[src/hdl/fcr_pkg.sv]
// shared types, register indexes and tap helper for the clamped ring fir filter
package fcr_pkg;

   localparam int unsigned DATA_W  = 16;
   localparam int unsigned PROD_W  = 2 * DATA_W;
   localparam int unsigned ACC_W   = PROD_W + 4;
   localparam int unsigned CSR_IDX_W = 3;
   localparam int unsigned COEF_NUM  = 4;
   localparam int unsigned COEF_SEL_W = 2;
   localparam int unsigned ROUND_SHIFT = 15;

   localparam logic [CSR_IDX_W-1:0] CSR_CLAMP_LOW   = 3'd0;
   localparam logic [CSR_IDX_W-1:0] CSR_CLAMP_HIGH  = 3'd1;
   localparam logic [CSR_IDX_W-1:0] CSR_COEF_OUTER  = 3'd2;
   localparam logic [CSR_IDX_W-1:0] CSR_COEF_SECOND = 3'd3;
   localparam logic [CSR_IDX_W-1:0] CSR_COEF_THIRD  = 3'd4;
   localparam logic [CSR_IDX_W-1:0] CSR_COEF_CENTER = 3'd5;

   localparam logic signed [DATA_W-1:0] COEF_CENTER_RESET = 16'sd32767;

   typedef struct packed {
      logic                  load;
      logic                  mul;
      logic                  acc;
      logic                  emit;
      logic [COEF_SEL_W-1:0] coef_sel;
   } fcr_cmd_type;

   typedef struct packed {
      logic out_free;
   } fcr_status_type;

   // coefficient number for a tap: distance to the nearer end, capped at the center one
   function automatic logic [COEF_SEL_W-1:0] fcr_coef_sel(input int unsigned tap,
                                                           input int unsigned order);
      int unsigned mirror;
      int unsigned k;
      mirror = order - tap;
      k = (tap < mirror) ? tap : mirror;
      if (k > COEF_NUM - 1) begin
         k = COEF_NUM - 1;
      end
      return k[COEF_SEL_W-1:0];
   endfunction

endpackage

[src/hdl/fcr_ctrl.sv]
// sequencer: load, one multiply per tap, final add, then hand the word to the output
module fcr_ctrl #(
   parameter int unsigned FILTER_ORDER = 6
) (
   input  logic                   clock,
   input  logic                   reset,
   input  logic                   req_valid,
   output logic                   req_stall,
   input  fcr_pkg::fcr_status_type status,
   output fcr_pkg::fcr_cmd_type   cmd
);
   import fcr_pkg::*;

   localparam int unsigned RING_LEN = FILTER_ORDER + 1;
   localparam int unsigned SLOT_W   = $clog2(RING_LEN);

   typedef enum logic [1:0] {
      ST_IDLE,
      ST_MAC,
      ST_ADD,
      ST_EMIT
   } state_type;

   state_type         state_ff, state_in;
   logic [SLOT_W-1:0] tap_ff, tap_in;

   always_comb begin
      state_in     = state_ff;
      tap_in       = tap_ff;
      cmd          = '0;
      cmd.coef_sel = fcr_coef_sel(32'(tap_ff), FILTER_ORDER);
      unique case (state_ff)
         ST_IDLE: begin
            if (req_valid) begin
               cmd.load = 1'b1;
               tap_in   = '0;
               state_in = ST_MAC;
            end
         end
         ST_MAC: begin
            cmd.mul = 1'b1;
            cmd.acc = (tap_ff != '0);
            if (tap_ff == SLOT_W'(FILTER_ORDER)) begin
               state_in = ST_ADD;
            end else begin
               tap_in = tap_ff + 1'b1;
            end
         end
         ST_ADD: begin
            cmd.acc  = 1'b1;
            state_in = ST_EMIT;
         end
         ST_EMIT: begin
            if (status.out_free) begin
               cmd.emit = 1'b1;
               state_in = ST_IDLE;
            end
         end
         default: begin
            state_in = ST_IDLE;
         end
      endcase
   end

   assign req_stall = (state_ff != ST_IDLE);

   always_ff @(posedge clock) begin
      if (reset) begin
         state_ff <= ST_IDLE;
         tap_ff   <= '0;
      end else begin
         state_ff <= state_in;
         tap_ff   <= tap_in;
      end
   end

endmodule

[src/hdl/fcr_datapath.sv]
// registers, clamp, sample ring, shared multiply-accumulate and rounding output stage
module fcr_datapath #(
   parameter int unsigned FILTER_ORDER = 6
) (
   input  logic                                   clock,
   input  logic                                   reset,
   input  fcr_pkg::fcr_cmd_type                   cmd,
   output fcr_pkg::fcr_status_type                status,
   input  logic signed [fcr_pkg::DATA_W-1:0]      req_sample,
   output logic                                   rsp_valid,
   input  logic                                   rsp_stall,
   output logic signed [fcr_pkg::DATA_W-1:0]      rsp_filtered,
   input  logic                                   csr_valid,
   output logic                                   csr_ready,
   input  logic [fcr_pkg::CSR_IDX_W-1:0]          csr_index,
   input  logic [fcr_pkg::DATA_W-1:0]             csr_data
);
   import fcr_pkg::*;

   localparam int unsigned RING_LEN = FILTER_ORDER + 1;
   localparam int unsigned SLOT_W   = $clog2(RING_LEN);

   logic signed [DATA_W-1:0] clamp_low_ff;
   logic signed [DATA_W-1:0] clamp_high_ff;
   logic signed [DATA_W-1:0] coef_ff [COEF_NUM];

   logic signed [DATA_W-1:0] ring_ff [RING_LEN];
   logic [SLOT_W-1:0]        write_slot_ff;
   logic [SLOT_W-1:0]        read_slot_ff;
   logic [SLOT_W-1:0]        write_slot_in;
   logic [SLOT_W-1:0]        read_slot_in;

   logic signed [PROD_W-1:0] prod_ff;
   logic signed [ACC_W-1:0]  acc_ff;
   logic                     rsp_valid_ff;
   logic signed [DATA_W-1:0] rsp_filtered_ff;

   logic signed [DATA_W-1:0] clamped;
   logic signed [ACC_W-1:0]  rounded;
   logic signed [DATA_W-1:0] saturated;

   assign csr_ready = 1'b1;

   always_ff @(posedge clock) begin
      if (reset) begin
         clamp_low_ff  <= '0;
         clamp_high_ff <= '0;
         coef_ff[0]    <= '0;
         coef_ff[1]    <= '0;
         coef_ff[2]    <= '0;
         coef_ff[3]    <= COEF_CENTER_RESET;
      end else if (csr_valid) begin
         unique case (csr_index)
            CSR_CLAMP_LOW:   clamp_low_ff  <= csr_data;
            CSR_CLAMP_HIGH:  clamp_high_ff <= csr_data;
            CSR_COEF_OUTER:  coef_ff[0]    <= csr_data;
            CSR_COEF_SECOND: coef_ff[1]    <= csr_data;
            CSR_COEF_THIRD:  coef_ff[2]    <= csr_data;
            CSR_COEF_CENTER: coef_ff[3]    <= csr_data;
            default: begin
            end
         endcase
      end
   end

   // inverted bounds: the low test wins
   always_comb begin
      clamped = req_sample;
      if ((clamp_low_ff != '0) || (clamp_high_ff != '0)) begin
         if (req_sample < clamp_low_ff) begin
            clamped = clamp_low_ff;
         end else if (req_sample > clamp_high_ff) begin
            clamped = clamp_high_ff;
         end
      end
   end

   assign write_slot_in = (write_slot_ff == SLOT_W'(RING_LEN - 1)) ? '0
                                                                  : write_slot_ff + 1'b1;
   assign read_slot_in  = (read_slot_ff == SLOT_W'(RING_LEN - 1)) ? '0
                                                                 : read_slot_ff + 1'b1;

   always_ff @(posedge clock) begin
      if (reset) begin
         for (int i = 0; i < RING_LEN; i++) begin
            ring_ff[i] <= '0;
         end
         write_slot_ff <= '0;
         read_slot_ff  <= '0;
      end else if (cmd.load) begin
         ring_ff[write_slot_ff] <= clamped;
         write_slot_ff          <= write_slot_in;
         read_slot_ff           <= write_slot_in;
      end else if (cmd.mul) begin
         read_slot_ff <= read_slot_in;
      end
   end

   // oldest sample meets tap 0
   always_ff @(posedge clock) begin
      if (cmd.mul) begin
         prod_ff <= coef_ff[cmd.coef_sel] * ring_ff[read_slot_ff];
      end
      if (cmd.load) begin
         acc_ff <= '0;
      end else if (cmd.acc) begin
         acc_ff <= acc_ff + ACC_W'(prod_ff);
      end
   end

   // round half up, shift down, saturate
   always_comb begin
      rounded = (acc_ff + ACC_W'(1 << (ROUND_SHIFT - 1))) >>> ROUND_SHIFT;
      if (rounded > ACC_W'(32767)) begin
         saturated = 16'sh7fff;
      end else if (rounded < -ACC_W'(32768)) begin
         saturated = 16'sh8000;
      end else begin
         saturated = rounded[DATA_W-1:0];
      end
   end

   always_ff @(posedge clock) begin
      if (reset) begin
         rsp_valid_ff <= 1'b0;
      end else if (cmd.emit) begin
         rsp_valid_ff <= 1'b1;
      end else if (!rsp_stall) begin
         rsp_valid_ff <= 1'b0;
      end
   end

   always_ff @(posedge clock) begin
      if (cmd.emit) begin
         rsp_filtered_ff <= saturated;
      end
   end

   assign status.out_free = !rsp_valid_ff || !rsp_stall;
   assign rsp_valid       = rsp_valid_ff;
   assign rsp_filtered    = rsp_filtered_ff;

endmodule

[src/hdl/fir_filter_clamped_ring_top.sv]
// top level of the clamped ring fir filter
// Symmetric FIR filter of order FILTER_ORDER over a ring of the latest samples.
// Each accepted sample is optionally clamped, stored, and filtered with one
// shared 16x16 multiplier: a load step, one multiply per tap, a step to finish
// the accumulation and a step to round into the output register, which waits
// until that register is free. req_stall stays high from acceptance until
// the result has been moved into the output register, which then holds it for
// the receiver while the next word is taken. Registers are written by index on
// the csr port (0 clamp_low, 1 clamp_high, 2..5 coefficients outer to center,
// Q1.15); the port is always ready and higher indexes are ignored.
module fir_filter_clamped_ring_top #(
   parameter int unsigned FILTER_ORDER = 6
) (
   input  logic                              clock,
   input  logic                              reset,
   input  logic                              req_valid,
   output logic                              req_stall,
   input  logic signed [fcr_pkg::DATA_W-1:0] req_sample,
   output logic                              rsp_valid,
   input  logic                              rsp_stall,
   output logic signed [fcr_pkg::DATA_W-1:0] rsp_filtered,
   input  logic                              csr_valid,
   output logic                              csr_ready,
   input  logic [fcr_pkg::CSR_IDX_W-1:0]     csr_index,
   input  logic [fcr_pkg::DATA_W-1:0]        csr_data
);
   import fcr_pkg::*;

   fcr_cmd_type    cmd;
   fcr_status_type status;

   fcr_ctrl #(
      .FILTER_ORDER(FILTER_ORDER)
   ) u_ctrl (
      .clock    (clock),
      .reset    (reset),
      .req_valid(req_valid),
      .req_stall(req_stall),
      .status   (status),
      .cmd      (cmd)
   );

   fcr_datapath #(
      .FILTER_ORDER(FILTER_ORDER)
   ) u_datapath (
      .clock       (clock),
      .reset       (reset),
      .cmd         (cmd),
      .status      (status),
      .req_sample  (req_sample),
      .rsp_valid   (rsp_valid),
      .rsp_stall   (rsp_stall),
      .rsp_filtered(rsp_filtered),
      .csr_valid   (csr_valid),
      .csr_ready   (csr_ready),
      .csr_index   (csr_index),
      .csr_data    (csr_data)
   );

endmodule
[config.mk]
export PLATFORM = sky130hd
export DESIGN_NAME = fir_filter_clamped_ring_top
export DESIGN_NICKNAME = d
export VERILOG_FILES = /design/src/hdl/fcr_pkg.sv /design/src/hdl/fcr_ctrl.sv /design/src/hdl/fcr_datapath.sv /design/src/hdl/fir_filter_clamped_ring_top.sv
export SDC_FILE = /design/constraint.sdc
export NUM_CORES = 1
export LEC_CHECK = 0
export BUFFER_PORTS_ARGS = -buffer_cell sky130_fd_sc_hd__buf_2
export CAP_MARGIN = 40
export CORE_MARGIN = 2
export CORE_UTILIZATION = 49
export DETAILED_ROUTE_END_ITERATION = 8
export GPL_ROUTABILITY_DRIVEN = 0
export PLACE_DENSITY_LB_ADDON = 0.15
export SLEW_MARGIN = 10
export SYNTH_ARGS = -nofsm -noshare
export SYNTH_HDL_FRONTEND = slang
export SYNTH_SLANG_ARGS = --single-unit
export TNS_END_PERCENT = 30
[constraint.sdc]
create_clock -name clock -period 13.81 [get_ports clock]
set_input_delay 1.381 -clock clock [delete_from_list [all_inputs] [get_ports clock]]
set_output_delay 1.381 -clock clock [all_outputs]
set_load 0.1 [all_outputs]
==> run_results.csv <==
group,metric,value,unit
grt,grt_pass1_vias,18800,
run_status,outcome,"finished, final reports clean",
drt,drt_iter0_drc,1273,
timing,max_freq,107,MHz
drt,via_per_inst,5.47,
grt,grt_max_degree,66,
cells_and_area,fillers,4628,
grt,overflow,0,
timing,hold_slack,0.457,ns
setup_path,critPathMaxFanout,18,
clocking,cts-hold-fix-buffers,0,
cells_and_area,postLayoutCellArea,0.0284,sq mm
logic_synthesis,syn_area,0.0258,sq mm
setup_path,reg2reg_to,"u_datapath.prod_ff[31]$_DFFE_PP_",
clocking,clk_latency,0.58,ns
cells_and_area,syn_to_final_growth,10.0,%
drt,wl,63300,microns
logic_synthesis,synth.most_common_cell,"inv_1",
cells_and_area,nets,3096,
logic_synthesis,yosys-top-cells-area,"edfxtp_1 (26%), fa_1 (20%), dfxtp_1 (7.7%)",
place,post_dp_cell_area,0.0271,sq mm
timing,worst_pin_slew,1.19,ns
die,rows,84,
logic_synthesis,yosysSeqAreaShare,0.338,
clocking,cts_tree,"built",
setup_path,critPathBufInv,4,
place,hpwl,47800,microns
setup_path,crit_top_cell,"fa_1",
timing,fin_crit_sh,0.678,
cells_and_area,finalNonFillerCells,3353,
clocking,postCtsResizedCells,0,
grt,grt_pass1_wl,102000,microns
setup_path,r2r-start,"u_ctrl.tap_ff[0]$_SDFFE_PP0P_",
clocking,numCtsBuffers,38,
setup_path,cp-startpoint,"u_ctrl.tap_ff[0]$_SDFFE_PP0P_",
timing,maxSlewHeadroom,0.209,
drt,drc,0,
clocking,cts_buffer_depth,3,
clocking,cts.clk_slew.worst_paths,0.06,ns
die,start_util,0.493,
logic_synthesis,synth-edff-count,224,
timing,final_hold_viol_count,0,
timing,slew_viol_final,0,
die,boundaryPins,59,
run,cap_violations,0,
logic_synthesis,ys_seq_elements,323,
setup_path,cp.depth,31,
place,dp_cells,3282,
place,port_buffers,57,
logic_synthesis,synth_ff_type,"edfxtp_1",
logic_synthesis,synth_top_area_share,0.261,
logic_synthesis,yosys_warnings,0,
hold_path,min_path_type,"reg2reg",
drt,vias,18300,
grt,gr-usage-all-layers,0.241,
timing,skew,0.0273,ns
cells_and_area,drive_gt1_frac,0.103,
logic_synthesis,postSynthAreaPerCell,10.1,sq um
clocking,cts_setup_buffers,0,
drt,drt_pre_antenna_iters,6,
logic_synthesis,syn_inst,2564,
setup_path,endpoint_kind,"register",
logic_synthesis,syn-num-nets,3025,
setup_path,arrival,9.67,ns
setup_path,rrSetupSlack,4.45,ns
die,core-area,0.0522,sq mm
timing,fin_crit,9.36,ns
logic_synthesis,synth_common_cells,"inv_1 (392), nor2_1 (298), fa_1 (263), nand2_1 (257), edfxtp_1 (224)",
drt,detail-route-antenna-nets,0,
setup_path,slowest_stage,"nor2_1",
timing,setup_viol,0,
die,die_h,233,microns
setup_path,worstPathRequired,14.11,ns
clocking,cts_sinks,323,
clocking,h-tree-depth,2,
grt,antenna_found_initial,0,
logic_synthesis,synth_area_leader_cell,"edfxtp_1",
setup_path,endpoint,"u_datapath.prod_ff[31]$_DFFE_PP_",
timing,rsz0062_at_grt,"false",
drt,avgRoutedWirePerCell,18.9,microns
setup_path,slowest_delay,0.77,ns
setup_path,start_kind,"register",
logic_synthesis,synthArstFlopShare,0,
clocking,root_buffer,"clkbuf_16",
cells_and_area,n_antenna_cell,0,
logic_synthesis,ys_types,81,
die,die_x,233,microns
setup_path,worst_path_dominant_cell_family,"adder cells",
timing,setup_tns,0,ns
die,dieArea,0.0544,sq mm
setup_path,ff2ff_path_depth,31,
setup_path,path_class,"reg2reg",
cell type report:
class | count | area (sq um) | share of cell area
Sequential cell | 323 | 8710 | 0.307
Tap cell | 688 | 861 | 0.0304
Timing Repair Buffer | 118 | 786 | 0.0277
Multi-Input combinational cell | 1761 | 15200 | 0.537
Clock buffer | 52 | 1040 | 0.0368
Inverter | 393 | 1480 | 0.0520
Clock inverter | 18 | 249 | 0.00878
stage by stage:
step                setup slack, ns  utilization
finish                         4.45        0.543
global route                   3.86        0.543
CTS                            4.44        0.543
detailed placement             4.47        0.518
global placement               4.90        0.515
floorplan                      5.86            -
cells by family (layout without fill, tap and decap cells):
group	after synthesis	in the layout	synth area share
AO/OA/AOI/OAI	388	388	0.0973
other	1	1	0.000145
adder cells (fa/ha/maj)	421	421	0.281
flip-flops	323	323	0.338
multiplexers	73	73	0.0450
buffers and inverters	480	581	0.0716
AND/OR/NAND/NOR	797	797	0.140
XOR/XNOR	81	81	0.0275
layer usage:
metal / track usage / share of wire
met1: 0.313 / 0.43
met3: 0.0277 / 0.049
met4: 0.0744 / 0.029
met5: 0 / 0
met2: 0.423 / 0.49
worst register-to-register path, delay by kind of cell (launching register included):
kind | cells | cell delay [ns]
AOI/OAI and AO/OA | 11 | 2.90
and+or+nand+nor | 5 | 1.53
xor gates and xnor gates | 2 | 0.25
buffers and inverters | 4 | 0.19
DFF | 1 | 0.41
adders and majority gates | 9 | 3.79
registers in the layout, summed over array words and instances, names as in the netlist, named ones only:
signal                    cells
u_datapath.rsp_filtered      16
u_datapath.ring_ff          128
u_datapath.prod_ff           32
u_datapath.write_slot_ff      3
u_datapath.rsp_valid          1
u_datapath.acc_ff            36
u_ctrl.state_ff               2
u_datapath.clamp_high_ff     16
u_datapath.clamp_low_ff      16
u_datapath.coef_ff           64
u_ctrl.tap_ff                 3
u_datapath.read_slot_ff       3
worst min-delay path by stage:
stage	from	end	slack [ns]	cells past startpoint
after global routing	u_datapath.acc_ff[2]$_SDFFE_PP0P_	u_datapath.acc_ff[2]$_SDFFE_PP0P_	0.48	2
after CTS	u_datapath.acc_ff[2]$_SDFFE_PP0P_	u_datapath.acc_ff[2]$_SDFFE_PP0P_	0.46	2
final	u_datapath.acc_ff[2]$_SDFFE_PP0P_	u_datapath.acc_ff[2]$_SDFFE_PP0P_	0.46	2
after detailed placement	u_datapath.acc_ff[4]$_SDFFE_PP0P_	u_datapath.acc_ff[4]$_SDFFE_PP0P_	0.45	2
after floorplan	u_datapath.ring_ff[6][5]$_SDFFE_PP0P_	u_datapath.ring_ff[6][5]$_SDFFE_PP0P_	0.43	2
after global placement	u_datapath.acc_ff[10]$_SDFFE_PP0P_	u_datapath.acc_ff[10]$_SDFFE_PP0P_	0.44	2
cells in the final DEF (no fill, tap or decap), types with 28 or more instances in the layout:
cell	instances
buf_4	52
buf_2	58
nand3_1	29
mux4_2	32
mux2i_1	28
xor2_1	32
a21o_1	33
xnor2_1	49
and2_1	49
a21oi_1	129
clkbuf_16	38
ha_1	157
nand2_1	257
nor2_1	298
inv_1	392
or2_2	29
o21ai_0	51
edfxtp_1	224
dfxtp_1	98
nand2b_1	32
fa_1	263
Power is left out: the tool's default activity adds up to more than one toggle a clock period on the data nets, which glitch-free logic cannot reach.
